$ cat src/hdl/vtl_pkg.sv
`timescale 1ns / 1ps
`default_nettype none
// ----------------------------------------------------------------------------
// vtl_pkg
// Shared widths, constants and types of the vertex transform and lighting core.
// ----------------------------------------------------------------------------
package vtl_pkg;

  localparam int unsigned PosW    = 16;
  localparam int unsigned NormW   = 16;
  localparam int unsigned ClipW   = 32;
  localparam int unsigned ColW    = 8;
  localparam int unsigned CfgIdxW = 8;
  localparam int unsigned CfgW    = 64;

  // register indexes
  localparam logic [CfgIdxW-1:0] RegRow0 = 8'd0;
  localparam logic [CfgIdxW-1:0] RegRow1 = 8'd1;
  localparam logic [CfgIdxW-1:0] RegRow2 = 8'd2;
  localparam logic [CfgIdxW-1:0] RegRow3 = 8'd3;

  localparam logic [CfgW-1:0] Row0Rst = 64'h0000_0000_0000_1000;
  localparam logic [CfgW-1:0] Row1Rst = 64'h0000_0000_1000_0000;
  localparam logic [CfgW-1:0] Row2Rst = 64'h0000_1000_0000_0000;
  localparam logic [CfgW-1:0] Row3Rst = 64'h1000_0000_0000_0000;

  // light direction, Q.12
  localparam logic signed [12:0] LightX = 13'sd1638;
  localparam logic signed [12:0] LightY = 13'sd2458;
  localparam logic signed [12:0] LightZ = 13'sd2867;

  // internal widths
  localparam int unsigned DotW  = 30;  // signed n . light
  localparam int unsigned DposW = 28;  // positive n . light
  localparam int unsigned N2W   = 32;  // |n|^2
  localparam int unsigned SqrtW = 24;  // root of |n|^2 << 16
  localparam int unsigned RadW  = 2 * SqrtW;
  localparam int unsigned QuotW = 18;  // diffuse term, Q.16
  localparam int unsigned NumW  = DposW + 13;

  localparam logic [QuotW-1:0] DiffFloor = 18'd9830;
  localparam logic [15:0] RedA = 16'd58982;
  localparam logic [15:0] RedB = 16'd6554;
  localparam logic [15:0] GrnA = 16'd36045;
  localparam logic [15:0] GrnB = 16'd3277;
  localparam logic [15:0] BluA = 16'd22938;
  localparam logic [15:0] BluB = 16'd5243;

  // stage counts
  localparam int unsigned DotLat   = 2;
  localparam int unsigned IsqrtLat = SqrtW;
  localparam int unsigned DivLat   = QuotW + 1;
  localparam int unsigned ShadeLat = 3;
  localparam int unsigned XformLat = 3;
  localparam int unsigned PipeLat  = DotLat + IsqrtLat + DivLat + ShadeLat;
  localparam int unsigned PosDly   = PipeLat - XformLat;

  typedef logic [3:0][CfgW-1:0] mat_t;

  typedef struct packed {
    logic             ok;  // non-zero normal facing the light
    logic [DposW-1:0] d;
  } light_side_t;

endpackage
`default_nettype wire

$ cat src/hdl/vtl_dot.sv
`timescale 1ns / 1ps
`default_nettype none
// ----------------------------------------------------------------------------
// vtl_dot
// Two-stage n . light and |n|^2 on the raw normal.
// ----------------------------------------------------------------------------
module vtl_dot (
  input  wire logic                               clk_i,
  input  wire logic                               en_i,
  input  wire logic signed [vtl_pkg::NormW-1:0]   norm_x_i,
  input  wire logic signed [vtl_pkg::NormW-1:0]   norm_y_i,
  input  wire logic signed [vtl_pkg::NormW-1:0]   norm_z_i,
  output logic signed      [vtl_pkg::DotW-1:0]    d_o,
  output logic             [vtl_pkg::N2W-1:0]     n2_o
);

  logic signed [28:0] pd_d [3];
  logic signed [28:0] pd_q [3];
  logic        [30:0] sq_d [3];
  logic        [30:0] sq_q [3];
  logic signed [vtl_pkg::DotW-1:0] d_q;
  logic        [vtl_pkg::N2W-1:0]  n2_q;

  always_comb begin
    logic signed [31:0] s0, s1, s2;
    pd_d[0] = norm_x_i * vtl_pkg::LightX;
    pd_d[1] = norm_y_i * vtl_pkg::LightY;
    pd_d[2] = norm_z_i * vtl_pkg::LightZ;
    s0 = norm_x_i * norm_x_i;
    s1 = norm_y_i * norm_y_i;
    s2 = norm_z_i * norm_z_i;
    sq_d[0] = s0[30:0];
    sq_d[1] = s1[30:0];
    sq_d[2] = s2[30:0];
  end

  always_ff @(posedge clk_i) begin
    if (en_i) begin
      pd_q <= pd_d;
      sq_q <= sq_d;
      d_q  <= {pd_q[0][28], pd_q[0]} + {pd_q[1][28], pd_q[1]} + {pd_q[2][28], pd_q[2]};
      n2_q <= {1'b0, sq_q[0]} + {1'b0, sq_q[1]} + {1'b0, sq_q[2]};
    end
  end

  assign d_o  = d_q;
  assign n2_o = n2_q;

endmodule
`default_nettype wire

$ cat config.mk
export PLATFORM = sky130hd
export DESIGN_NAME = vtl_dot
export DESIGN_NICKNAME = d
export VERILOG_FILES = /design/src/hdl/vtl_pkg.sv /design/src/hdl/vtl_dot.sv
export SDC_FILE = /design/constraint.sdc
export NUM_CORES = 2
export LEC_CHECK = 0
export ABC_AREA = 1
export BUFFER_PORTS_ARGS = -buffer_cell sky130_fd_sc_hd__buf_2
export CAP_MARGIN = 15
export CORE_AREA = 2 2 421 423
export DETAILED_ROUTE_END_ITERATION = 10
export DIE_AREA = 0 0 423 425
export PLACE_DENSITY = 0.4
export SYNTH_ARGS = -nofsm -noshare
export SYNTH_HDL_FRONTEND = slang
export SYNTH_SLANG_ARGS = --single-unit
$ cat constraint.sdc
create_clock -name clk_i -period 10.1 [get_ports clk_i]
set_input_delay 2.02 -clock clk_i [delete_from_list [all_inputs] [get_ports clk_i]]
set_output_delay 2.02 -clock clk_i [all_outputs]
set_load 0.02 [all_outputs]
After elaboration in Yosys (flattened, before gate mapping)

Cells that the tools add are included.

Multiply operators: 6
Add/sub/neg operators: 4

Operators by type and width:

| kind                                                                   | number |
|---|---|
| 16-bit by 16-bit multiplier with 31-bit output                         | 3 |
| 31-bit by 31-bit adder with 32-bit output                              | 1 |
| 32-bit by 31-bit adder with 32-bit output                              | 1 |
| 28-bit by 29-bit adder with 30-bit output                              | 1 |
| 30-bit adder                                                           | 1 |
| 16-bit by 13-bit multiplier with 29-bit output (second input constant) | 1 |
| 16-bit by 12-bit multiplier with 28-bit output (second input constant) | 1 |
| 16-bit by 11-bit multiplier with 27-bit output (second input constant) | 1 |

Bits in registers: 239
Output and inout bits: 62
Input port bits: 50
Word-level logic and storage cells: 18

Logic depth before layout (Yosys ltp)

Depth after elaboration: 2
Depth in mapped cells: 28
Gate-level depth less buffers: 26

Least setup slack after synthesis

No wires, ideal clock.

Kind: input port to flip-flop
Start point: input norm_y_i[1] (netlist name)
End point: register sq_q[61] (netlist name), data pin
Setup time: 0.252 ns
Cell stages on the path: 24
Buffers on the path: 2
Arrival time: 7.054 ns
Slack: 2.794 ns
Required time: 9.848 ns
Cells stage by stage: clkbuf_1 > clkbuf_1 > nand2_1 > inv_1 > fa_1 > inv_1 > fa_1 > inv_1 > fa_1 > inv_1 > fa_1 > inv_1 > fa_1 > fa_1 > ha_1 > nand2_1 > nor3_1 > nand2_1 > nor2_1 > nand2_1 > inv_1 > nor2_1 > nand2_1 > nand2_1

RTL lines:

| item                 | RTL line      | source |
|---|---|---|
| start, declared      | vtl_dot.sv:11 | `input wire logic signed [vtl_pkg::NormW-1:0] norm_y_i,` |
| end signal, assigned | vtl_dot.sv:40 | `sq_q <= sq_d;` |
| end, declared        | vtl_dot.sv:20 | `logic [30:0] sq_q [3];` |

==> results.sh <==
export IMPL_io_pins=112
export IMPL_start_util_pct=29.8
export IMPL_insertion_delay_ns=0.61
export IMPL_dieArea_um2=180000
export IMPL_seq_area_frac_synth_pct=13.4
export IMPL_vias=38200
export IMPL_finalInstanceArea_um2=56900
export IMPL_hold_viol=0
export IMPL_dp_cells=8723
export IMPL_status="completed"
export IMPL_ys_ff_latch=233
export IMPL_maxCapViolCount=0
export IMPL_arrival_ns=8.12
export IMPL_stdcell_count=8787
export IMPL_async_flop_share_pct=0
export IMPL_die_y_um=425
export IMPL_timing_hold_ws_ns=0.484
export IMPL_synth_edff_count=233
export IMPL_relSlewSlack_pct=36.5
export IMPL_ant_nets=0
export IMPL_placed_area_um2=55700
export IMPL_cts_sinks=233
export IMPL_grt_overflow_total=0
export IMPL_r2r_end="d_o[18]$_DFFE_PP_"
export IMPL_layout_commonest_cell="inv_1"
export IMPL_cts_clk_slew_worst_paths_ns=0.07
export IMPL_routed_wl_mm=157
export IMPL_area_growth_syn_to_layout_pct=8.78
export IMPL_die_x_um=423
export IMPL_grt_use_total_pct=18.1
export IMPL_ctsHoldBuffers=0
export IMPL_firstDrtPassIters=6
export IMPL_syn_area_per_cell_um2=8.29
export IMPL_worst_slew_pin_slew_ns=0.952
export IMPL_end_kind="register"
export IMPL_cts_buffers=35
export IMPL_grt_pass1_vias=41800
export IMPL_grt_max_degree=155
export IMPL_finish_net_count=7974
export IMPL_r2r_setup_slack_ns=6.88
export IMPL_critPathLaunchType="input pin"
export IMPL_ys_types=40
export IMPL_clockBufferDepth=3
export IMPL_cts_resized=0
export IMPL_htreeDepth=2
export IMPL_final_setup_viol_count=0
export IMPL_fin_skew_ns=0.0504
export IMPL_tns_ns=0
export IMPL_syn_inst=6316
export IMPL_postCtsSetupBuffers=0
export IMPL_required_ns=10.45
export IMPL_fp_row_count=154
export IMPL_hp_class="register to register"
export IMPL_portBuffers=111
export IMPL_drc=0
export IMPL_dp_hpwl_mm=137
export IMPL_worstSetupPathType="input pin to register"
export IMPL_netlist_area_um2=52300
export IMPL_avgRoutedWirePerCell_um=17.8
export IMPL_place_congestion=0.878
export IMPL_routed_via_density=4.35
export IMPL_r2r_start="pd_q[2]$_DFFE_PP_"
export IMPL_finalMaxSlewViolations=0
export IMPL_antenna_found_initial=3
export IMPL_first_iter_violations=1845
export IMPL_cts_tree="done"
export IMPL_min_period_over_period_pct=76.9
export IMPL_critical_path_max_fanout=37
export IMPL_grt_pass1_wl_mm=248
export IMPL_synth_warnings=0
export IMPL_endpoint="sq_q[26]$_DFFE_PP_"
export IMPL_period_needed_ns=7.77
export IMPL_drive_gt1_share_pct=4.48
export IMPL_clockRootBuffer="clkbuf_16"
export IMPL_layout_common_cells="1,905 x inv_1, 1,403 x nand2_1, 934 x fa_1"
export IMPL_grt_setup_unrepaired="no"
export IMPL_core_area_um2=175000
export IMPL_reg2regPathDepth=12
export IMPL_worstSetupStartpoint="norm_z_i[15]"
export IMPL_fmax_mhz=129
export IMPL_ys_flop_type="edfxtp_1"
[registers in the layout, summed over array words and instances (netlist names)]
name / cells
sq_q: 89
pd_q: 82
n2_o: 32
d_o: 30
[synth_stat cells, types with 10 or more instances]
library cell  instances  area share (%)
nor3_2               14            0.27
nand3b_1             10            0.14
edfxtp_1            233              13
ha_1                570              14
a21oi_1             194             1.9
o21ai_0              93            0.89
nand2_2              29            0.35
nand2_1            1403              10
nor2_2               25            0.30
xor2_1              126             2.1
xnor2_1              30            0.50
clkbuf_1             53            0.38
fa_1                934              36
nand3_2              12            0.23
nand3_1             201             1.9
inv_1              1905              14
nor3_1               36            0.34
nor2_1              262             1.9
nand4_1              91             1.1
o21bai_1             25            0.36
[layer usage]
layer	routed length (µm)	GRT usage, %	up-vias
met1	75000	25.2	18800
met5	0	0	-
met4	2970	3.38	0
li1	-	-	18900
met2	73800	30.5	474
met3	4870	1.80	97
[kinds of logic (layout without fill, tap and decap cells)]
logic type,count (synthesis),count (layout),synth area share [%]
xor gates and xnor gates,156,156,2.61
DFF,233,233,13.4
buffers and inverters,1972,2100,14.2
AOI/OAI and AO/OA,341,341,3.55
and+or+nand+nor,2107,2107,16.9
adders and majority gates,1504,1504,49.4
muxes,2,2,0.0430
other,1,4,0.00717
[critical path, stage by stage]
cell,delay (ns)
buf_2,0.66
clkinv_1,0.65
nor2_1,0.33
xnor2_1,0.16
ha_1,0.26
fa_1,0.45
fa_1,0.51
fa_1,0.44
fa_1,0.49
inv_1,0.05
fa_1,0.47
inv_1,0.05
ha_1,0.40
nand2_1,0.13
nor2_1,0.26
inv_1,0.09
nor3_1,0.31
nand3_1,0.18
nand4_1,0.13
nand2_1,0.05
[layout make-up]
| cell class | instances | area (µm²) |
|---|---|---|
| Clock buffer | 39 | 891 |
| Tap cell | 2340 | 2930 |
| Inverter | 1914 | 7180 |
| Antenna cell | 1 | 2.50 |
| Timing Repair Buffer | 123 | 668 |
| Multi-Input combinational cell | 4113 | 37900 |
| Clock inverter | 24 | 322 |
| Sequential cell | 233 | 7000 |
| Fill cell | 18900 | 118000 |
[worst min path at each step]
stage                                 start               end  slack (ns)  cells after the start
after floorplan           pd_q[0]$_DFFE_PP_  d_o[0]$_DFFE_PP_        0.43                      0
after global placement    pd_q[0]$_DFFE_PP_  d_o[0]$_DFFE_PP_        0.44                      0
after detailed placement  pd_q[0]$_DFFE_PP_  d_o[0]$_DFFE_PP_        0.44                      0
after CTS                 pd_q[0]$_DFFE_PP_  d_o[0]$_DFFE_PP_        0.48                      0
after global routing      pd_q[0]$_DFFE_PP_  d_o[0]$_DFFE_PP_        0.49                      0
final                     pd_q[0]$_DFFE_PP_  d_o[0]$_DFFE_PP_        0.48                      0
[stage by stage]
| stage | setup slack, ns | utilization [%] |
|---|---|---|
| detailed placement | 1.79 | 31.8 |
| CTS | 2.43 | 32.5 |
| finish | 2.33 | 32.5 |
| global route | 1.94 | 32.5 |
| global placement | 1.80 | 31.8 |
| floorplan | 2.79 | - |
Power is left out: the tool's default activity adds up to more than one toggle a clock period on the data nets, which glitch-free logic cannot reach.
