--- src/hdl/vtl_pkg.sv ---
`timescale 1ns / 1ps
`default_nettype none
// ----------------------------------------------------------------------------
// vtl_pkg
// Shared widths, constants and types of the vertex transform and lighting core.
// ----------------------------------------------------------------------------
package vtl_pkg;

  localparam int unsigned PosW    = 16;
  localparam int unsigned NormW   = 16;
  localparam int unsigned ClipW   = 32;
  localparam int unsigned ColW    = 8;
  localparam int unsigned CfgIdxW = 8;
  localparam int unsigned CfgW    = 64;

  // register indexes
  localparam logic [CfgIdxW-1:0] RegRow0 = 8'd0;
  localparam logic [CfgIdxW-1:0] RegRow1 = 8'd1;
  localparam logic [CfgIdxW-1:0] RegRow2 = 8'd2;
  localparam logic [CfgIdxW-1:0] RegRow3 = 8'd3;

  localparam logic [CfgW-1:0] Row0Rst = 64'h0000_0000_0000_1000;
  localparam logic [CfgW-1:0] Row1Rst = 64'h0000_0000_1000_0000;
  localparam logic [CfgW-1:0] Row2Rst = 64'h0000_1000_0000_0000;
  localparam logic [CfgW-1:0] Row3Rst = 64'h1000_0000_0000_0000;

  // light direction, Q.12
  localparam logic signed [12:0] LightX = 13'sd1638;
  localparam logic signed [12:0] LightY = 13'sd2458;
  localparam logic signed [12:0] LightZ = 13'sd2867;

  // internal widths
  localparam int unsigned DotW  = 30;  // signed n . light
  localparam int unsigned DposW = 28;  // positive n . light
  localparam int unsigned N2W   = 32;  // |n|^2
  localparam int unsigned SqrtW = 24;  // root of |n|^2 << 16
  localparam int unsigned RadW  = 2 * SqrtW;
  localparam int unsigned QuotW = 18;  // diffuse term, Q.16
  localparam int unsigned NumW  = DposW + 13;

  localparam logic [QuotW-1:0] DiffFloor = 18'd9830;
  localparam logic [15:0] RedA = 16'd58982;
  localparam logic [15:0] RedB = 16'd6554;
  localparam logic [15:0] GrnA = 16'd36045;
  localparam logic [15:0] GrnB = 16'd3277;
  localparam logic [15:0] BluA = 16'd22938;
  localparam logic [15:0] BluB = 16'd5243;

  // stage counts
  localparam int unsigned DotLat   = 2;
  localparam int unsigned IsqrtLat = SqrtW;
  localparam int unsigned DivLat   = QuotW + 1;
  localparam int unsigned ShadeLat = 3;
  localparam int unsigned XformLat = 3;
  localparam int unsigned PipeLat  = DotLat + IsqrtLat + DivLat + ShadeLat;
  localparam int unsigned PosDly   = PipeLat - XformLat;

  typedef logic [3:0][CfgW-1:0] mat_t;

  typedef struct packed {
    logic             ok;  // non-zero normal facing the light
    logic [DposW-1:0] d;
  } light_side_t;

endpackage
`default_nettype wire

--- src/hdl/vtl_shade.sv ---
`timescale 1ns / 1ps
`default_nettype none
// ----------------------------------------------------------------------------
// vtl_shade
// Diffuse floor and tinted RGB mapping, three stages.
// ----------------------------------------------------------------------------
module vtl_shade (
  input  wire logic                        clk_i,
  input  wire logic                        en_i,
  input  wire logic                        ok_i,
  input  wire logic [vtl_pkg::QuotW-1:0]   quot_i,
  output logic      [vtl_pkg::ColW-1:0]    color_r_o,
  output logic      [vtl_pkg::ColW-1:0]    color_g_o,
  output logic      [vtl_pkg::ColW-1:0]    color_b_o
);

  localparam int unsigned PW = vtl_pkg::QuotW + 16;
  localparam int unsigned CW = PW - 16 + 1;

  logic [vtl_pkg::QuotW-1:0] diff;
  logic [PW-1:0] prod_q [3];
  logic [CW-1:0] chan_q [3];
  logic [vtl_pkg::ColW-1:0] col_q [3];
  logic [15:0] coef_a [3];
  logic [15:0] coef_b [3];

  assign coef_a[0] = vtl_pkg::RedA;
  assign coef_a[1] = vtl_pkg::GrnA;
  assign coef_a[2] = vtl_pkg::BluA;
  assign coef_b[0] = vtl_pkg::RedB;
  assign coef_b[1] = vtl_pkg::GrnB;
  assign coef_b[2] = vtl_pkg::BluB;

  // zero or back-facing normal falls to the floor
  assign diff = (ok_i && (quot_i > vtl_pkg::DiffFloor)) ? quot_i : vtl_pkg::DiffFloor;

  always_ff @(posedge clk_i) begin
    logic [PW-1:0] rnd;
    logic [CW+8-1:0] scl;
    if (en_i) begin
      for (int c = 0; c < 3; c++) begin
        prod_q[c] <= PW'(diff) * PW'(coef_a[c]);
        rnd = prod_q[c] + PW'(32768);
        chan_q[c] <= CW'(rnd[PW-1:16]) + CW'(coef_b[c]);
        scl = (CW+8)'(chan_q[c]) * (CW+8)'(255) + (CW+8)'(32768);
        col_q[c] <= (scl[CW+7:16] > (CW-8)'(255)) ? 8'd255 : scl[23:16];
      end
    end
  end

  assign color_r_o = col_q[0];
  assign color_g_o = col_q[1];
  assign color_b_o = col_q[2];

endmodule
`default_nettype wire

--- config.mk ---
export PLATFORM = sky130hd
export DESIGN_NAME = vtl_shade
export DESIGN_NICKNAME = d
export VERILOG_FILES = /design/src/hdl/vtl_pkg.sv /design/src/hdl/vtl_shade.sv
export SDC_FILE = /design/constraint.sdc
export NUM_CORES = 2
export LEC_CHECK = 0
export BUFFER_PORTS_ARGS = -buffer_cell sky130_fd_sc_hd__buf_4
export CAP_MARGIN = 20
export CORE_ASPECT_RATIO = 1.4
export CORE_UTILIZATION = 45
export DETAILED_ROUTE_END_ITERATION = 10
export MAX_ROUTING_LAYER = met4
export PLACE_DENSITY = 0.67
export REMOVE_ABC_BUFFERS = 1
export SKIP_CTS_REPAIR_TIMING = 1
export SLEW_MARGIN = 20
export SYNTH_ARGS = -nofsm -noshare
export SYNTH_HDL_FRONTEND = slang
export SYNTH_SLANG_ARGS = --single-unit
--- constraint.sdc ---
create_clock -name clk_i -period 8.7 [get_ports clk_i]
set_input_delay 1.74 -clock clk_i [delete_from_list [all_inputs] [get_ports clk_i]]
set_output_delay 1.74 -clock clk_i [all_outputs]
set_load 0.01 [all_outputs]
# ---- Yosys cells after proc, flatten, opt, wreduce, memory -nomap -nowiden
# Memories as Yosys holds them, arrays and structs flattened.
# Index checks and enable logic that the tools add are counted.
# Widths: inputs -> output; s select.
dict set report op_classes {
  n_mux 6
  n_addsub 9
  n_eq_ne 0
  order_cmp 4
  n_reduce_logical 1
  n_div 0
  n_bitwise 0
  mul 6
  n_shift 0
}
# op n
set op_table {}
lappend op_table {{$add 34x16->34 const B} 3}
lappend op_table {{$add 27x16->27 const B} 3}
lappend op_table {{$mul 19x8->27 const B} 3}
lappend op_table {{$add 18x13->19 const B} 2}
lappend op_table {{$mul 18x16->34 const B} 1}
lappend op_table {{$gt 11x8->1 const B} 3}
lappend op_table {{$mul 18x15->33 const B} 1}
lappend op_table {{$mul 18x14->32 const B} 1}
lappend op_table {{$mux 8} 3}
lappend op_table {{$add 18x12->19 const B} 1}
lappend op_table {{$gt 18x14->1 const B} 1}
lappend op_table {{$mux 18} 1}
lappend op_table {{$mux 1} 2}
lappend op_table {{$logic_and 1x1->1} 1}
dict set report totals {
  ramBits 183
  in_bits 21
  register_bits 0
  romBits 0
  latch_bits 0
  word_cells 29
  output_inout_bits 24
  mem_count 3
}
# name depth word_bits read_ports rd_clocked_by_memory_dff wr line
set mem_list {}
lappend mem_list {prod_q 3 34 3 0 3 vtl_shade.sv:21} ;# logic [PW-1:0] prod_q [3];
lappend mem_list {chan_q 3 19 3 0 3 vtl_shade.sv:22} ;# logic [CW-1:0] chan_q [3];
lappend mem_list {col_q 3 8 3 0 3 vtl_shade.sv:23} ;# logic [vtl_pkg::ColW-1:0] col_q [3];

# ---- Depth between registers and ports, before layout
# An unclocked memory read counts as a cell.
dict set report logic_depth {
  depth_word 5
  ltp_mapped 31
  depth_no_buf 29
}

# ---- Worst setup path after synthesis
# No wires, ideal clock.
dict set report synth_path {
  kind {input to register}
  start {in quot_i[1] (netlist bit)}
  end {mem prod_q[0][30] (netlist bit), data pin}
  slack_ps 116
  path_stages 30
  path_buffers 2
  setup_time_ps 258
  required_time_ps 8442
  arrival_time_ps 8326
  path_cell_list {a311oi_1 o21ai_0 a311o_1 nand2_1 a21boi_0 clkbuf_1 clkbuf_1 and2_1 ha_1 ha_1 xor2_1 ha_1 a21o_1 fa_1 fa_1 fa_1 inv_1 fa_1 inv_1 ha_1 a21o_1 a21oi_1 o21ai_0 o21ba_2 o31ai_1 a21oi_1 o21a_1 o21a_1 o22a_1 xor2_1}
}
# item line
set synth_rtl {}
lappend synth_rtl {{from (decl)} vtl_shade.sv:11} ;# input wire logic [vtl_pkg::QuotW-1:0] quot_i,
lappend synth_rtl {{to (decl)} vtl_shade.sv:21}

==> results.yml <==
worst_setup_path:
  regToRegStartpoint: "chan_q[0][3]$_DFFE_PP_"
  path_max_fanout: 10
  critical_path.n_buffers_inverters: 6
  cp-startpoint: "quot_i[1]"
  startpoint_type_of_the_worst_setup_path: "primary input"
  worst_ep_arrival_time_ns: 8.43
  slowest_delay_ns: 0.63
  crit_required_ns: 8.89
  crit_path_top_delay_cell: "sky130_fd_sc_hd__nor4_1"
  setup.worst_path.class: "in2reg"
  timing.critical_path.max_delay_family: "adder cells"
  cp-end-kind: "flop"
place:
  portBuffers: 44
  gp_congestion: 0.9477
  dp.final_hpwl_microns: 52510
global_route:
  grt_max_degree: 74
  gr-total-overflow: 0
  global_route.usage.total_pct: 19.39
  grt_antenna_before_repair: 0
  via_count_of_the_first_global_routing_pass: 20530
  grt_first_pass_wirelength_microns: 99890
timing:
  min_period_over_period_pct: 94.72
  finalHoldViolCount: 0
  slew_headroom_pct: 40.68
  achievable-frequency_mhz: 121.4
  timing.hold.ws_ns: 0.6015
  slew_viol_final: 0
  grt_setup_unrepaired: "no"
  final_period_minus_worst_setup_slack_ns: 8.241
  timing.clock.skew_ns: 0.01263
  slew_at_the_pin_with_the_worst_max_slew_slack_ns: 0.8829
  setup-violations-final: 0
clock_network:
  clkLatencyLatePin_ns: 0.45
  cts_buffers: 17
  cts.clk_slew.worst_paths_ns: 0.07
  root_cell_of_the_clock_tree: "sky130_fd_sc_hd__clkbuf_16"
  clock_sink_count: 137
  htree_levels: 4
  cts_tree: "yes"
  clock_tree.buffer_depth: 2
floorplanning:
  starting_density_of_the_core_pct: 45.61
  floorplan.core_area_sq_um: 64550
  std_cell_rows: 110
  die-height_microns: 304.6
  fp.dieArea_sq_um: 66460
  ioPinCount: 45
  dieWidth_microns: 218.2
route:
  ant_nets: 0
  drt_drc_violations_left: 0
  vias: 19130
  viasPerCell: 4.998
  average_routed_wire_per_standard_cell_microns: 15.31
  drt_wl_total_microns: 58600
  first_pass_iters: 5
  drt_iter0_markers: 560
flow_run:
  max_cap_violations: 0
logic_synthesis:
  asyncSetResetFlopFracSynth_pct: 0
  synthesis.yosys.warnings: 0
  synth_top_flop_cell: "sky130_fd_sc_hd__edfxtp_1"
  yosys.area.top_type_share_pct: 34.27
  yosysMostFrequentCell: "sky130_fd_sc_hd__inv_1"
  yosys.area.top_type: "sky130_fd_sc_hd__fa_1"
  ys_top_cells_by_area: "sky130_fd_sc_hd__fa_1, sky130_fd_sc_hd__ha_1, sky130_fd_sc_hd__edfxtp_1"
  seq_area_frac_synth_pct: 13.97
  synth_area_per_cell_sq_um: 10.38
  synth_enable_flop_cells: 137
  ys_ff_latch: 137
  syn-cell-area_sq_um: 29440
  ys_top_cells_by_count: "sky130_fd_sc_hd__inv_1, sky130_fd_sc_hd__ha_1, sky130_fd_sc_hd__fa_1"
  synth_cell_types: 79
  synthCells: 2836
worst_hold_path:
  worst_hold_startpoint: "prod_q[0][100]$_DFFE_PP_"
  timing.hold.worst.class: "reg2reg"
run_status:
  outcome: "complete, no violations"
final_layout:
  finalNetCount: 4027
  syn_to_final_growth_pct: 9.150
  antenna_cells: 0
  drive_above_1_share_pct: 6.997
area by class of cell:
type                       instances  area, sq um
inverter                         702         2635
clock buffer                      17        425.4
timing repair buffer             151         1137
clock inverter                    15        198.9
sequential                       137         4114
fill                            5760        32420
multi-input combinational       1965        22570
tap                              840         1051
cell usage in the layout (no fill, tap or decap), types with 20 or more instances in the layout:
cell type / synthesis / final
sky130_fd_sc_hd__and3_1: 20 / 20
sky130_fd_sc_hd__edfxtp_1: 137 / 137
sky130_fd_sc_hd__fa_1: 504 / 504
sky130_fd_sc_hd__a21oi_1: 107 / 107
sky130_fd_sc_hd__inv_1: 702 / 702
sky130_fd_sc_hd__nand2_1: 111 / 111
sky130_fd_sc_hd__o21ai_0: 62 / 62
sky130_fd_sc_hd__nor2_1: 85 / 85
sky130_fd_sc_hd__buf_4: 0 / 150
sky130_fd_sc_hd__nand3_1: 35 / 35
sky130_fd_sc_hd__nor3_1: 30 / 30
sky130_fd_sc_hd__xor2_1: 57 / 57
sky130_fd_sc_hd__nand2b_1: 33 / 33
sky130_fd_sc_hd__ha_1: 528 / 528
sky130_fd_sc_hd__xnor2_1: 106 / 106
sky130_fd_sc_hd__nand4_1: 21 / 21
sky130_fd_sc_hd__a21o_1: 33 / 33
stage by stage:
step / worst slack [ns] / std cells / TNS (ns) / cell area, sq um / util [%]
6_report: 0.4594 / 3827 / 0 / 32130 / 49.78
3_5_place_dp: -0.1323 / 3795 / -0.6379 / 31500 / 48.80
3_3_place_gp: -0.02166 / 3795 / -0.07874 / 31500 / 48.80
5_1_grt: 0.04749 / 3827 / 0 / 32130 / 49.78
2_1_floorplan: -0.3599 / 2804 / -3.525 / 29310 / -
4_1_cts: 0.3180 / 3827 / 0 / 32120 / 49.77
sequential cells by signal, indices dropped and copies added, names as in the netlist:
register  count
prod_q       56
col_q        24
chan_q       57
final timing paths:
| kind | end | slack (ns) | cells after the start |
|---|---|---|---|
| max reg2reg | col_q[0][7]$_SDFFCE_PN1P_ | 2.69 | 17 |
| max | prod_q[0][67]$_DFFE_PP_ | 0.46 | 28 |
| min reg2reg | chan_q[0][54]$_DFFE_PP_ | 0.60 | 1 |
| min | chan_q[0][54]$_DFFE_PP_ | 0.60 | 1 |
metal layers:
metal | GRT usage [%] | part of all wire [%]
met4 | 7.269 | 3.6
met2 | 33.89 | 51
met3 | 1.467 | 2.0
met1 | 23.15 | 43
met5 | - | 0
cells by family after synthesis:
logic type,share of synthesized area [%]
DFF,13.97
adders and majority gates,56.75
other,0.01274
muxes,0.1190
and+or+nand+nor,7.217
AOI/OAI and AO/OA,7.688
xor gates and xnor gates,4.849
buffers and inverters,9.388
Power is left out: the tool's default activity adds up to more than one toggle a clock period on the data nets, which glitch-free logic cannot reach.
