### src/hdl/vtl_pkg.sv
`timescale 1ns / 1ps
`default_nettype none
// ----------------------------------------------------------------------------
// vtl_pkg
// Shared widths, constants and types of the vertex transform and lighting core.
// ----------------------------------------------------------------------------
package vtl_pkg;

  localparam int unsigned PosW    = 16;
  localparam int unsigned NormW   = 16;
  localparam int unsigned ClipW   = 32;
  localparam int unsigned ColW    = 8;
  localparam int unsigned CfgIdxW = 8;
  localparam int unsigned CfgW    = 64;

  // register indexes
  localparam logic [CfgIdxW-1:0] RegRow0 = 8'd0;
  localparam logic [CfgIdxW-1:0] RegRow1 = 8'd1;
  localparam logic [CfgIdxW-1:0] RegRow2 = 8'd2;
  localparam logic [CfgIdxW-1:0] RegRow3 = 8'd3;

  localparam logic [CfgW-1:0] Row0Rst = 64'h0000_0000_0000_1000;
  localparam logic [CfgW-1:0] Row1Rst = 64'h0000_0000_1000_0000;
  localparam logic [CfgW-1:0] Row2Rst = 64'h0000_1000_0000_0000;
  localparam logic [CfgW-1:0] Row3Rst = 64'h1000_0000_0000_0000;

  // light direction, Q.12
  localparam logic signed [12:0] LightX = 13'sd1638;
  localparam logic signed [12:0] LightY = 13'sd2458;
  localparam logic signed [12:0] LightZ = 13'sd2867;

  // internal widths
  localparam int unsigned DotW  = 30;  // signed n . light
  localparam int unsigned DposW = 28;  // positive n . light
  localparam int unsigned N2W   = 32;  // |n|^2
  localparam int unsigned SqrtW = 24;  // root of |n|^2 << 16
  localparam int unsigned RadW  = 2 * SqrtW;
  localparam int unsigned QuotW = 18;  // diffuse term, Q.16
  localparam int unsigned NumW  = DposW + 13;

  localparam logic [QuotW-1:0] DiffFloor = 18'd9830;
  localparam logic [15:0] RedA = 16'd58982;
  localparam logic [15:0] RedB = 16'd6554;
  localparam logic [15:0] GrnA = 16'd36045;
  localparam logic [15:0] GrnB = 16'd3277;
  localparam logic [15:0] BluA = 16'd22938;
  localparam logic [15:0] BluB = 16'd5243;

  // stage counts
  localparam int unsigned DotLat   = 2;
  localparam int unsigned IsqrtLat = SqrtW;
  localparam int unsigned DivLat   = QuotW + 1;
  localparam int unsigned ShadeLat = 3;
  localparam int unsigned XformLat = 3;
  localparam int unsigned PipeLat  = DotLat + IsqrtLat + DivLat + ShadeLat;
  localparam int unsigned PosDly   = PipeLat - XformLat;

  typedef logic [3:0][CfgW-1:0] mat_t;

  typedef struct packed {
    logic             ok;  // non-zero normal facing the light
    logic [DposW-1:0] d;
  } light_side_t;

endpackage
`default_nettype wire

### src/hdl/vtl_div.sv
`timescale 1ns / 1ps
`default_nettype none
// ----------------------------------------------------------------------------
// vtl_div
// Rounded d * 4096 / r: one set-up stage, then one quotient bit per stage.
// ----------------------------------------------------------------------------
module vtl_div (
  input  wire logic                        clk_i,
  input  wire logic                        en_i,
  input  wire logic [vtl_pkg::SqrtW-1:0]   root_i,
  input  wire vtl_pkg::light_side_t        side_i,
  output logic      [vtl_pkg::QuotW-1:0]   quot_o,
  output logic                             ok_o
);

  localparam int unsigned Q    = vtl_pkg::QuotW;
  localparam int unsigned NW   = vtl_pkg::NumW;
  localparam int unsigned DW   = vtl_pkg::SqrtW;
  localparam int unsigned RemW = vtl_pkg::SqrtW + 1;

  logic [NW-1:0] num_q;
  logic [DW-1:0] den_q;
  logic          ok_q;

  // numerator carries half the divisor so the floor rounds half up
  always_ff @(posedge clk_i) begin
    if (en_i) begin
      num_q <= {side_i.d, 12'b0} + NW'(root_i[DW-1:1]);
      den_q <= root_i;
      ok_q  <= side_i.ok;
    end
  end

  logic [NW-1:0]   num_w  [Q+1];
  logic [DW-1:0]   den_w  [Q+1];
  logic [RemW-1:0] rem_w  [Q+1];
  logic [Q-1:0]    quot_w [Q+1];
  logic            ok_w   [Q+1];

  assign num_w[0]  = num_q;
  assign den_w[0]  = den_q;
  assign rem_w[0]  = RemW'(num_q[NW-1:Q]);
  assign quot_w[0] = '0;
  assign ok_w[0]   = ok_q;

  for (genvar k = 0; k < Q; k++) begin : g_stage
    localparam int unsigned I = Q - 1 - k;
    logic [RemW-1:0] cur;
    logic            ge;
    logic [NW-1:0]   num_s;
    logic [DW-1:0]   den_s;
    logic [RemW-1:0] rem_s;
    logic [Q-1:0]    quot_s;
    logic            ok_s;

    assign cur = {rem_w[k][RemW-2:0], num_w[k][I]};
    assign ge  = (cur >= {1'b0, den_w[k]});

    always_ff @(posedge clk_i) begin
      if (en_i) begin
        num_s  <= num_w[k];
        den_s  <= den_w[k];
        rem_s  <= ge ? (cur - {1'b0, den_w[k]}) : cur;
        quot_s <= {quot_w[k][Q-2:0], ge};
        ok_s   <= ok_w[k];
      end
    end

    assign num_w[k+1]  = num_s;
    assign den_w[k+1]  = den_s;
    assign rem_w[k+1]  = rem_s;
    assign quot_w[k+1] = quot_s;
    assign ok_w[k+1]   = ok_s;
  end

  assign quot_o = quot_w[Q];
  assign ok_o   = ok_w[Q];

endmodule
`default_nettype wire

### config.mk
export PLATFORM = sky130hd
export DESIGN_NAME = vtl_div
export DESIGN_NICKNAME = d
export VERILOG_FILES = /design/src/hdl/vtl_pkg.sv /design/src/hdl/vtl_div.sv
export SDC_FILE = /design/constraint.sdc
export NUM_CORES = 2
export LEC_CHECK = 0
export ABC_CLOCK_PERIOD_IN_PS = 8650
export BUFFER_PORTS_ARGS = -buffer_cell sky130_fd_sc_hd__buf_4
export CAP_MARGIN = 20
export CORE_MARGIN = 2
export CORE_UTILIZATION = 30
export DETAILED_ROUTE_END_ITERATION = 12
export SYNTH_ARGS = -nofsm -noshare
export SYNTH_HDL_FRONTEND = slang
export SYNTH_SLANG_ARGS = --single-unit
### constraint.sdc
create_clock -name clk_i -period 8.65 [get_ports clk_i]
set_clock_uncertainty 0.15 [all_clocks]
set_input_delay 1.73 -clock clk_i [delete_from_list [all_inputs] [get_ports clk_i]]
set_output_delay 1.73 -clock clk_i [all_outputs]
set_load 0.05 [all_outputs]
== Word level (Yosys, flattened, before mapping) ==
Cells that the tools add are included.

* Input bits: 55
* Flip-flop bits (word level): 1224
* Word-level logic and storage cells: 143
* Output and inout port bits: 19

* $lt $le $gt $ge: 18
* Add/subtract/negate cells: 18
* Multiplexer cells: 17

{| class="wikitable"
|+ Operators by type and width
! cell !! number
|-
| 25-bit by 24-bit >= comparator with 1-bit output || 17
|-
| 24-bit two-way mux || 17
|-
| 24-bit subtractor || 17
|-
| 40-bit by 23-bit adder with 41-bit output || 1
|-
| 24-bit >= comparator || 1
|}

== Depth between registers and ports, before layout ==
* Depth after elaboration: 2
* Gate-level depth with buffers: 14
* Gate-level depth less buffers: 12

== Worst setup path after synthesis ==
Ideal clock, no wire load.

* Kind: input -> register
* From: input root_i[13] in the netlist's numbering
* To: register num_q[28] (data pin)
* Stages on the path: 11
* Slack: 4411 ps
* Setup time: 260 ps
* Required time: 8240 ps
* Path buffers: 0
* Arrival time: 3829 ps
* Cell sequence: ha_1 fa_1 a21o_1 a21oi_1 o21ai_0 a21oi_1 o21bai_1 a211o_1 a31oi_1 nor2_1 xor2_1

* Word-level cells in the longest chain between the ends: 1

{| class="wikitable"
|+ Ends and longest elaborated chain
! what !! line !! text
|-
| start, declared || vtl_div.sv:10 || <nowiki>input wire logic [vtl_pkg::SqrtW-1:0] root_i,</nowiki>
|-
| 40-bit by 23-bit adder with 41-bit output || vtl_div.sv:28 || <nowiki>num_q <= {side_i.d, 12'b0} + NW'(root_i[DW-1:1]);</nowiki>
|-
| end signal, assigned || vtl_div.sv:28 ||
|-
| end, declared || vtl_div.sv:21 || <nowiki>logic [NW-1:0] num_q;</nowiki>
|}

No other way between the ends.
A chain may end at the register's enable or synchronous reset.

==> flow_metrics.env <==
export IMPL_p_leak_nw=26.93
export IMPL_dr_first_iter_drc_count=2104
export IMPL_postCtsHoldBufs=0
export IMPL_globalRoute_totalOverflow=0
export IMPL_swShare_pct=36.01
export IMPL_synthCells=5090
export IMPL_ys_ff_latch=1074
export IMPL_grt_pass1_wl_um=208100
export IMPL_cts_buffers=118
export IMPL_ctsRootBufferMaster="clkbuf_16"
export IMPL_nets=5727
export IMPL_avgSynthCellArea_um2=11.78
export IMPL_clock_sinks=1074
export IMPL_max_slew_margin_pct=38.00
export IMPL_worstMarginPinSlew_ns=0.9301
export IMPL_fp_dieH_um=451.1
export IMPL_hold_viol=0
export IMPL_reg2reg_depth=12
export IMPL_cap_violations=0
export IMPL_setup_tns_ns=0
export IMPL_synthArstFlopShare_pct=0
export IMPL_grt_usage_pct=12.62
export IMPL_clock_latency_ns=0.76
export IMPL_rsz0062_at_grt="false"
export IMPL_cpMaxStageDelayCell="o311a_1"
export IMPL_syn2layout_area_growth_pct=12.90
export IMPL_wl_per_cell_um=16.42
export IMPL_max_freq_mhz=247.4
export IMPL_post_dp_hpwl_um=98090
export IMPL_core_mm2=0.1992
export IMPL_io_buffers=73
export IMPL_worst_path_max_fanout=25
export IMPL_startpoint_type="flop"
export IMPL_clkPwrFrac_pct=21.0
export IMPL_ant_nets=0
export IMPL_crit_chain="inv_1 -> ha_1 -> nor2b_1 -> o21ai_0 -> a21boi_0 -> o311a_1 -> o21bai_1 -> a41oi_1 -> a31oi_1 -> o21a_1 -> buf_4 -> mux2_2"
export IMPL_cp_arrival_ns=4.35
export IMPL_seqPwrFrac_pct=34.4
export IMPL_period_share_pct=46.73
export IMPL_die_w_um=451.1
export IMPL_finalSetupViolCount=0
export IMPL_final_common_cell="edfxtp_1"
export IMPL_status="completed"
export IMPL_pwr_share_comb_pct=44.7
export IMPL_io_pins=74
export IMPL_post_cts_buffers=0
export IMPL_final_cell_mix="edfxtp_1, inv_1, ha_1, a21oi_1, nor2_1"
export IMPL_ys_warn_count=0
export IMPL_ys_seq_area_share_pct=53.77
export IMPL_tritoncts="built"
export IMPL_synth_cell_types=91
export IMPL_worstPathRequired_ns=8.96
export IMPL_ir_worst_vdd_mv=0.2022
export IMPL_clockBufferDepth=3
export IMPL_gp_congestion=0.9164
export IMPL_rows=164
export IMPL_viasPerCell=4.809
export IMPL_cts_repair_resized=0
export IMPL_start_util_pct=30.10
export IMPL_die_area_mm2=0.2035
export IMPL_antenna_found_initial=1
export IMPL_crit_type="flop to flop"
export IMPL_fillCellCount=19410
export IMPL_grt_pass1_vias=38420
export IMPL_internal_power_w=0.01560
export IMPL_worstSetupEndpointType="flop"
export IMPL_p_switching_w=0.008780
export IMPL_cts_htree_levels=3
export IMPL_drc_errors=0
export IMPL_slowest_delay_ns=0.44
export IMPL_slew_viol_final=0
export IMPL_path_clk_slew_ns=0.08
export IMPL_grt_max_degree=154
export IMPL_num_vias=38310
export IMPL_drive_above_1_share_pct=10.76
export IMPL_ys_flop_type="edfxtp_1"
export IMPL_dr_pass1_iters=7
export IMPL_post_route_min_period_ns=4.042
export IMPL_synth_edf_count=1074
export IMPL_post_place_ws_ns=3.879
export IMPL_setup_ws_ns=4.608
export IMPL_synthesis_nets=5606
export IMPL_worstHoldPathCells=0
export IMPL_p_per_area_mw_per_mm2=360.0
export IMPL_wl_um=130800
export IMPL_syn_area_mm2=0.05998
export IMPL_hold_class="flop to flop"
## synthesized netlist by cell type, drive strengths merged, types with 26 or more instances
cell type	number	area share (%)
a211oi	36	0.48
a21o	175	2.2
a21oi	394	3.3
a31oi	53	0.61
and3	39	0.41
buf	37	0.40
clkbuf	62	0.39
edfxtp	1074	54
ha	443	9.2
inv	561	3.5
mux2	240	4.7
mux2i	35	0.58
nand2	240	1.5
nand2b	47	0.49
nand3	95	0.79
nand4	68	0.71
nor2	305	1.9
nor2b	67	0.72
nor3	65	0.54
o211ai	26	0.33
o21a	64	0.80
o21ai	271	2.3
o21bai	34	0.43
o31ai	33	0.45
xnor2	221	3.2
xor2	118	1.7
## worst max-delay path: cells and delay by family, from the launching register on
family | cells | cell delay, ns
buffers and inverters | 2 | 0.39
adders and majority gates | 1 | 0.31
DFF | 1 | 0.39
and+or+nand+nor | 1 | 0.13
AOI/OAI and AO/OA | 7 | 2.00
muxes | 1 | 0.38
## area by class of cell
cell class	instances	area (um^2)	area share, %
timing repair buffer	100	875.8	1.293
clock inverter	83	907.1	1.340
sequential	1074	32250	47.63
tap	2656	3323	4.908
clock buffer	134	3013	4.450
multi-input combinational	3356	25230	37.26
inverter	561	2106	3.110
antenna	2	5.005	0.007391
## per-stage QoR
stage | std cells | total power, W | utilization (%) | hold WS [ns] | area [um^2]
CTS | 7962 | 0.02456 | 33.96 | 0.2080 | 67660
global placement | 7744 | 0.01910 | 31.99 | 0.2506 | 63730
finish | 7966 | 0.02438 | 33.98 | 0.2335 | 67710
detailed placement | 7745 | 0.01925 | 31.99 | 0.2545 | 63740
global route | 7966 | 0.02609 | 33.98 | 0.2201 | 67710
floorplan | 5090 | 0.01665 | - | 0.2503 | 59980
## flip-flops by register name, indices dropped and copies added (netlist names), 12 cells and up
name	count
g_stage.rem_s	408
g_stage.num_s	141
num_q	41
den_q	12
g_stage.ok_s	17
g_stage.quot_s	153
g_stage.den_s	282
quot_o	18
## metal layers
| metal | share of wire [%] | vias to the layer above | global-route usage (%) |
|---|---|---|---|
| met5 | 0 | - | 0 |
| met2 | 52 | 636 | 23.72 |
| met4 | 3.9 | 0 | 5.126 |
| met3 | 2.9 | 261 | 1.787 |
| met1 | 41 | 18360 | 14.17 |
| li1 | - | 19050 | - |
## power groups by stage
stage          combinational (W)  sequential (W)  clock [W]
2_1_floorplan            0.00853         0.00812          0
3_3_place_gp              0.0106         0.00849          0
3_5_place_dp              0.0108         0.00849          0
4_1_cts                   0.0109         0.00840    0.00530
5_1_grt                   0.0121         0.00851    0.00548
6_report                  0.0109         0.00838    0.00511
## logic make-up after synthesis
| kind of cell | count (synthesis) | synth area share, % |
|---|---|---|
| AO/OA/AOI/OAI | 1259 | 13.63 |
| flip-flops | 1074 | 53.77 |
| AND/OR/NAND/NOR | 1022 | 8.230 |
| buffers and inverters | 660 | 4.295 |
| adder cells (fa/ha/maj) | 461 | 9.843 |
| XOR/XNOR | 339 | 4.950 |
| multiplexers | 275 | 5.278 |
## final timing paths
check / startpoint / to / slack [ns]
worst max-delay path: g_stage[2].num_s[0]$_DFFE_PP_ / g_stage[3].rem_s[3]$_DFFE_PP_ / 4.61
worst min-delay path: num_q[12]$_DFFE_PP_ / g_stage[0].num_s[12]$_DFFE_PP_ / 0.23
worst max register to register: g_stage[2].num_s[0]$_DFFE_PP_ / g_stage[3].rem_s[3]$_DFFE_PP_ / 4.61
worst min register to register: num_q[12]$_DFFE_PP_ / g_stage[0].num_s[12]$_DFFE_PP_ / 0.23
No activity file was read; power rests on OpenSTA's default activity.
