File: src/hdl/vtl_pkg.sv
`timescale 1ns / 1ps
`default_nettype none
// ----------------------------------------------------------------------------
// vtl_pkg
// Shared widths, constants and types of the vertex transform and lighting core.
// ----------------------------------------------------------------------------
package vtl_pkg;

  localparam int unsigned PosW    = 16;
  localparam int unsigned NormW   = 16;
  localparam int unsigned ClipW   = 32;
  localparam int unsigned ColW    = 8;
  localparam int unsigned CfgIdxW = 8;
  localparam int unsigned CfgW    = 64;

  // register indexes
  localparam logic [CfgIdxW-1:0] RegRow0 = 8'd0;
  localparam logic [CfgIdxW-1:0] RegRow1 = 8'd1;
  localparam logic [CfgIdxW-1:0] RegRow2 = 8'd2;
  localparam logic [CfgIdxW-1:0] RegRow3 = 8'd3;

  localparam logic [CfgW-1:0] Row0Rst = 64'h0000_0000_0000_1000;
  localparam logic [CfgW-1:0] Row1Rst = 64'h0000_0000_1000_0000;
  localparam logic [CfgW-1:0] Row2Rst = 64'h0000_1000_0000_0000;
  localparam logic [CfgW-1:0] Row3Rst = 64'h1000_0000_0000_0000;

  // light direction, Q.12
  localparam logic signed [12:0] LightX = 13'sd1638;
  localparam logic signed [12:0] LightY = 13'sd2458;
  localparam logic signed [12:0] LightZ = 13'sd2867;

  // internal widths
  localparam int unsigned DotW  = 30;  // signed n . light
  localparam int unsigned DposW = 28;  // positive n . light
  localparam int unsigned N2W   = 32;  // |n|^2
  localparam int unsigned SqrtW = 24;  // root of |n|^2 << 16
  localparam int unsigned RadW  = 2 * SqrtW;
  localparam int unsigned QuotW = 18;  // diffuse term, Q.16
  localparam int unsigned NumW  = DposW + 13;

  localparam logic [QuotW-1:0] DiffFloor = 18'd9830;
  localparam logic [15:0] RedA = 16'd58982;
  localparam logic [15:0] RedB = 16'd6554;
  localparam logic [15:0] GrnA = 16'd36045;
  localparam logic [15:0] GrnB = 16'd3277;
  localparam logic [15:0] BluA = 16'd22938;
  localparam logic [15:0] BluB = 16'd5243;

  // stage counts
  localparam int unsigned DotLat   = 2;
  localparam int unsigned IsqrtLat = SqrtW;
  localparam int unsigned DivLat   = QuotW + 1;
  localparam int unsigned ShadeLat = 3;
  localparam int unsigned XformLat = 3;
  localparam int unsigned PipeLat  = DotLat + IsqrtLat + DivLat + ShadeLat;
  localparam int unsigned PosDly   = PipeLat - XformLat;

  typedef logic [3:0][CfgW-1:0] mat_t;

  typedef struct packed {
    logic             ok;  // non-zero normal facing the light
    logic [DposW-1:0] d;
  } light_side_t;

endpackage
`default_nettype wire

File: src/hdl/vtl_isqrt.sv
`timescale 1ns / 1ps
`default_nettype none
// ----------------------------------------------------------------------------
// vtl_isqrt
// Pipelined floor square root, one root bit per stage.
// ----------------------------------------------------------------------------
module vtl_isqrt (
  input  wire logic                        clk_i,
  input  wire logic                        en_i,
  input  wire logic [vtl_pkg::RadW-1:0]    rad_i,
  input  wire vtl_pkg::light_side_t        side_i,
  output logic      [vtl_pkg::SqrtW-1:0]   root_o,
  output vtl_pkg::light_side_t             side_o
);

  localparam int unsigned N    = vtl_pkg::SqrtW;
  localparam int unsigned RemW = vtl_pkg::SqrtW + 2;

  logic [vtl_pkg::RadW-1:0] rad_w  [N+1];
  logic [RemW-1:0]          rem_w  [N+1];
  logic [N-1:0]             root_w [N+1];
  vtl_pkg::light_side_t     side_w [N+1];

  assign rad_w[0]  = rad_i;
  assign rem_w[0]  = '0;
  assign root_w[0] = '0;
  assign side_w[0] = side_i;

  for (genvar k = 0; k < N; k++) begin : g_stage
    localparam int unsigned J = N - 1 - k;
    logic [RemW-1:0]          cur, trial;
    logic                     ge;
    logic [vtl_pkg::RadW-1:0] rad_q;
    logic [RemW-1:0]          rem_q;
    logic [N-1:0]             root_q;
    vtl_pkg::light_side_t     side_q;

    assign cur   = {rem_w[k][RemW-3:0], rad_w[k][2*J+1 -: 2]};
    assign trial = {root_w[k], 2'b01};
    assign ge    = (cur >= trial);

    always_ff @(posedge clk_i) begin
      if (en_i) begin
        rad_q  <= rad_w[k];
        rem_q  <= ge ? (cur - trial) : cur;
        root_q <= {root_w[k][N-2:0], ge};
        side_q <= side_w[k];
      end
    end

    assign rad_w[k+1]  = rad_q;
    assign rem_w[k+1]  = rem_q;
    assign root_w[k+1] = root_q;
    assign side_w[k+1] = side_q;
  end

  assign root_o = root_w[N];
  assign side_o = side_w[N];

endmodule
`default_nettype wire

File: config.mk
export PLATFORM = sky130hd
export DESIGN_NAME = vtl_isqrt
export DESIGN_NICKNAME = d
export VERILOG_FILES = /design/src/hdl/vtl_pkg.sv /design/src/hdl/vtl_isqrt.sv
export SDC_FILE = /design/constraint.sdc
export NUM_CORES = 2
export LEC_CHECK = 0
export ABC_AREA = 1
export BUFFER_PORTS_ARGS = -buffer_cell sky130_fd_sc_hd__clkbuf_2
export CORE_MARGIN = 5
export CORE_UTILIZATION = 60
export DETAILED_ROUTE_END_ITERATION = 12
export PLACE_DENSITY_LB_ADDON = 0.2
export SYNTH_ARGS = -nofsm -noshare
export SYNTH_HDL_FRONTEND = slang
export SYNTH_SLANG_ARGS = --single-unit
File: constraint.sdc
create_clock -name clk_i -period 3.8 [get_ports clk_i]
set_input_delay 0.57 -clock clk_i [delete_from_list [all_inputs] [get_ports clk_i]]
set_output_delay 0.57 -clock clk_i [all_outputs]
set_load 0.02 [all_outputs]
=== Yosys cells after proc, flatten, opt, wreduce, memory -nomap -nowiden ===
Index checks and enable logic that the tools add are counted.

* Memories kept: 0
* Register bits after elaboration: 2079
* Bits in writable memories: 0
* Input port bits: 79
* ROM bits: 0
* Latch bits: 0

* Bitwise logic cells: 0
* Order comparisons: 24
* Divide/modulo/power cells: 0
* Eq/ne operators: 0
* Reduce and logical (&&, ||, !) cells: 0
* Multiply operators: 0
* Shifts and indexed selects: 0
* Add/subtract/negate cells: 23
* Mux-type cells: 23

{| class="wikitable"
|+ Operators with widths
! kind !! count
|-
| 2-to-1 mux 24 bit || 22
|-
| greater-or-equal comparator 26 x 10 -> 1 bit || 1
|-
| greater-or-equal comparator 26 x 11 -> 1 bit || 1
|-
| greater-or-equal comparator 26 x 12 -> 1 bit || 1
|-
| greater-or-equal comparator 26 x 13 -> 1 bit || 1
|-
| greater-or-equal comparator 26 x 14 -> 1 bit || 1
|-
| greater-or-equal comparator 26 x 15 -> 1 bit || 1
|-
| greater-or-equal comparator 26 x 16 -> 1 bit || 1
|-
| greater-or-equal comparator 26 x 17 -> 1 bit || 1
|-
| greater-or-equal comparator 26 x 18 -> 1 bit || 1
|-
| greater-or-equal comparator 26 x 19 -> 1 bit || 1
|-
| greater-or-equal comparator 26 x 20 -> 1 bit || 1
|-
| greater-or-equal comparator 26 x 21 -> 1 bit || 1
|-
| greater-or-equal comparator 26 x 22 -> 1 bit || 1
|-
| greater-or-equal comparator 26 x 23 -> 1 bit || 1
|-
| greater-or-equal comparator 26 x 24 -> 1 bit || 1
|-
| greater-or-equal comparator 26 x 25 -> 1 bit || 1
|-
| greater-or-equal comparator 26 x 3 -> 1 bit || 1
|-
| greater-or-equal comparator 26 x 4 -> 1 bit || 1
|-
| greater-or-equal comparator 26 x 5 -> 1 bit || 1
|-
| greater-or-equal comparator 26 x 6 -> 1 bit || 1
|-
| greater-or-equal comparator 26 x 7 -> 1 bit || 1
|-
| greater-or-equal comparator 26 x 8 -> 1 bit || 1
|-
| greater-or-equal comparator 26 x 9 -> 1 bit || 1
|-
| other kinds (25) || 25
|}

=== Logic depth before layout (Yosys ltp) ===
* Depth in word-level cells: 2
* Mapped depth: 14
* Mapped depth without buffers: 14

=== Worst setup path before layout ===
Ideal clock, no wire load.

* Kind: reg-to-reg
* From: reg g_stage[10].rem_q[7]
* To: reg g_stage[11].rem_q[8], data pin
* Data arrival time: 1.747 ns
* Clock period less this slack: 1.999 ns
* Slack: 1.801 ns
* Stages on the path, launching flop included: 11
* Buffers on the path: 1
* Data required time: 3.548 ns
* Cell sequence: edfxtp_1 ha_1 nand2_1 inv_1 a21oi_1 nand3_2 nand2_1 nand3_2 buf_6 nand2_1 nand2_1

* Word-level cells in the longest chain between the ends: 2

{| class="wikitable"
|+ RTL lines
! element !! line !! text
|-
| from (decl) || vtl_isqrt.sv:34 || <nowiki>logic [RemW-1:0] rem_q;</nowiki>
|-
| from (signal assigned) || vtl_isqrt.sv:45 || <nowiki>rem_q <= ge ? (cur - trial) : cur;</nowiki>
|-
| greater-or-equal comparator 26 x 13 -> 1 bit || vtl_isqrt.sv:40 || <nowiki>assign ge = (cur >= trial);</nowiki>
|-
| named net g_stage[11].ge || vtl_isqrt.sv:32 || <nowiki>logic ge;</nowiki>
|-
| 2-to-1 mux 24 bit || vtl_isqrt.sv:45 ||
|-
| to (signal assigned) || vtl_isqrt.sv:45 ||
|-
| to (decl) || vtl_isqrt.sv:34 ||
|}

The timed path passes the listed nets, and every way through them passes these cells.
A chain may end at the register's enable or synchronous reset.

=== Worst setup path after layout ===
* From: reg g_stage[17].rem_q[7]
* To: reg g_stage[18].rem_q[20], data pin

* Word-level cells in the longest chain between the ends: 2

{| class="wikitable"
|+ RTL lines
! element !! line
|-
| from (decl) || vtl_isqrt.sv:34
|-
| from (signal assigned) || vtl_isqrt.sv:45
|-
| subtractor 24 x 20 -> 24 bit / greater-or-equal comparator 26 x 20 -> 1 bit (equally long branches) || vtl_isqrt.sv:45, vtl_isqrt.sv:40
|-
| 2-to-1 mux 24 bit (*) || vtl_isqrt.sv:45
|-
| to (signal assigned) || vtl_isqrt.sv:45
|-
| to (decl) || vtl_isqrt.sv:34
|}

Mark *: on every way between the ends. The rest lies on a longest branch, timed or not.

==> results_dict.tcl <==
set metrics [dict create \
    grt_antenna_before_repair 3 \
    initial_core_util_pct 60.4 \
    synth_top_cell_area_share_pct 65.0 \
    core.rowCount 146 \
    layout_min_cycle_time_ns 2.93 \
    route.vias.total 62580 \
    timing.final.setup_violations 0 \
    die_wd_um 409 \
    endpoint_kind "flop" \
    design.final.nets 9956 \
    clock_skew_ns 0.0509 \
    ys.warnings.count 0 \
    clock_tree_buffer_depth 3 \
    grt_max_degree 145 \
    vias_in_the_first_global_route 61203 \
    number_of_buffers_added_on_ports 131 \
    timing.final.hold_violations 0 \
    drt_pre_antenna_iters 6 \
    fin_setup_tns_ns 0 \
    yosys-top-cells-area "edfxtp_1 (65%), nand2_1 (11%), inv_1 (5.7%)" \
    critical_path_class "reg -> reg" \
    postRouteAntennaNets 0 \
    synth_cells 9148 \
    clkSlewWorstSetupHoldPaths_ns 0.07 \
    layout_worst_path_cycle_share_pct 77.1 \
    netlist_area_mm2 0.0957 \
    rsz0062_at_grt "no" \
    synth_cell_type_count 52 \
    dieArea_mm2 0.168 \
    core_area_mm2 0.158 \
    critical_path.max_fanout 22 \
    dp_hpwl_um 153000 \
    grt_overflow 0 \
    postLayoutCellArea_mm2 0.106 \
    drc 0 \
    tritoncts.num_buffers 199 \
    cell_accounting_for_the_most_synthesized_area "edfxtp_1" \
    power.ir.vdd_worst_uv 506 \
    cts_resized 0 \
    globalplace.congestion 0.929 \
    vias_per_cell 5.31 \
    post_drt_wl_per_cell_um 18.1 \
    clock_latency_ns 0.83 \
    synth_enable_flop_cells 2070 \
    timing.slew.headroom_pct 39.5 \
    cts-htree-levels 4 \
    cts_hold_repair.buffers 78 \
    slew_viol_final 0 \
    synth.avg_cell_area_um2 10.5 \
    postCtsSetupBuffers 0 \
    pin_slew_with_the_least_headroom_to_its_limit_ns 0.907 \
    fp.dieH_um 409 \
    filler_cell_count 11892 \
    holdCritPathClass "in -> reg" \
    dpl-instance-area_mm2 0.0991 \
    yosys_register_bits 2070 \
    cts_tree "built" \
    seq_area_frac_synth_pct 65.0 \
    io_pins 132 \
    status "complete, no violations" \
    maximum_achievable_frequency_mhz 341 \
    areaGrowthSynthToFinish_pct 11.2 \
    drt-initial-drc-count 5685 \
    cp.required_ns 4.34 \
    power.leakage_nw 46.1 \
    powerDensity_mw_per_mm2 547 \
    crit_path_start_kind "flop" \
    cts_sinks 2070 \
    detail_route.wirelength_um 214000 \
    data_arrival_time_of_the_critical_path_ns 3.47 \
    drive_above_1_share_pct 6.54 \
    ctsRootBufferMaster "clkbuf_16" \
    fin_hold_ws_ns 0.234 \
    grt_pass1_wl_um 336000 \
    syn_nets 9552 \
    cap_violations 0 \
    grt_util_all_layers_pct 25.5 \
    dominantRegCellSynth "edfxtp_1" \
    async_flop_share_pct 0 \
]
## registers in the layout (all words and copies together) (netlist names)
signal	cells
g_stage.rad_q	552
g_stage.root_q	276
root_o	24
g_stage.rem_q	522
g_stage.side_q	667
side_o	29
## where the power goes
part	leakage, nW	internal, mW	total [mW]	switching (mW)
Clock	3.14	10.9	19.7	8.79
Sequential	20.0	27.7	29.0	1.28
Combinational	22.9	3.12	9.50	6.39
Total	46.1	41.7	58.2	16.5
## layout by cell type (no fill, tap or decap), types with 78 or more instances in the layout
cell type      synthesis  final
clkbuf_16              0    199
inv_1               1457   1457
edfxtp_1            2070   2070
xor2_1               135    135
nand3b_1              87     87
dlygate4sd3_1          0     78
nand3_1              459    459
ha_1                 325    325
nor2_1               693    693
nand2_1             2904   2904
clkbuf_2               0    130
o21ai_0              127    127
a21oi_1              312    312
nand4_1              152    152
## kinds of logic after synthesis
kind of cell	Yosys count	synth area share, %
other	1	0.00392
xor gates and xnor gates	205	1.88
DFF	2070	65.0
and+or+nand+nor	4478	19.5
AOI/OAI and AO/OA	528	2.96
adders and majority gates	325	4.25
buffers and inverters	1541	6.41
## area by class of cell
cell class | count | area, um2 | share of cell area (%)
Timing Repair Buffer | 273 | 2170 | 2.04
Inverter | 1471 | 5530 | 5.19
Tap cell | 2072 | 2590 | 2.44
Multi-Input combinational cell | 5537 | 27400 | 25.7
Clock inverter | 139 | 1460 | 1.37
Antenna cell | 2 | 5.00 | 0.00470
Clock buffer | 231 | 5100 | 4.79
Sequential cell | 2070 | 62200 | 58.4
## critical path, cell delays in order (launching register included)
cell,delay [ns]
edfxtp_1,0.40
ha_1,0.38
a21oi_1,0.31
nand2_1,0.11
nand3b_1,0.28
nand2_1,0.14
nand3_2,0.18
buf_4,0.27
inv_2,0.36
a21oi_1,0.18
## synth_stat cells (16+ instances only)
cell and n:
nand2_1 2904, ha_1 325, o21ai_2 17, o21ai_1 36
buf_4 19, nor3_1 56, nor2_2 25, xnor2_1 70
xor2_1 135, buf_6 34, nand3_1 459, edfxtp_1 2070
buf_2 16, o21ai_0 127, nand3b_1 87, nand2_2 16
nor2_1 693, or2_2 16, nand4_1 152, a21oi_1 312
inv_1 1457
## final timing paths
path / start / end / slack, ns / depth (start not counted)
hold reg to reg: g_stage[2].side_q[15]$_DFFE_PP_ / g_stage[3].side_q[15]$_DFFE_PP_ / 0.39 / 0
setup / recovery: g_stage[17].rem_q[7]$_DFFE_PP_ / g_stage[18].rem_q[20]$_DFFE_PP_ / 0.87 / 9
setup reg to reg: g_stage[17].rem_q[7]$_DFFE_PP_ / g_stage[18].rem_q[20]$_DFFE_PP_ / 0.87 / 9
hold / removal: en_i / g_stage[8].rem_q[1]$_DFFE_PP_ / 0.23 / 1
## routing by layer
metal	global-route usage (%)	vias up	routed length, um
met4	7.99	0	6710
met1	34.5	29360	91000
met2	43.2	1835	104000
met5	0	-	0
met3	3.58	385	11800
li1	-	31000	-
## metrics by stage
| step | setup slack [ns] | instances | utilization (%) | total power, mW |
|---|---|---|---|---|
| after floorplan | 1.80 | 9148 | - | 35.4 |
| after global placement | 0.860 | 11345 | 62.5 | 38.6 |
| after detailed placement | 0.856 | 11345 | 62.5 | 38.7 |
| after CTS | 0.888 | 11793 | 67.2 | 58.6 |
| after global routing | 0.740 | 11795 | 67.2 | 61.2 |
| final | 0.872 | 11795 | 67.2 | 58.2 |
(Power assumes the default switching activity.)
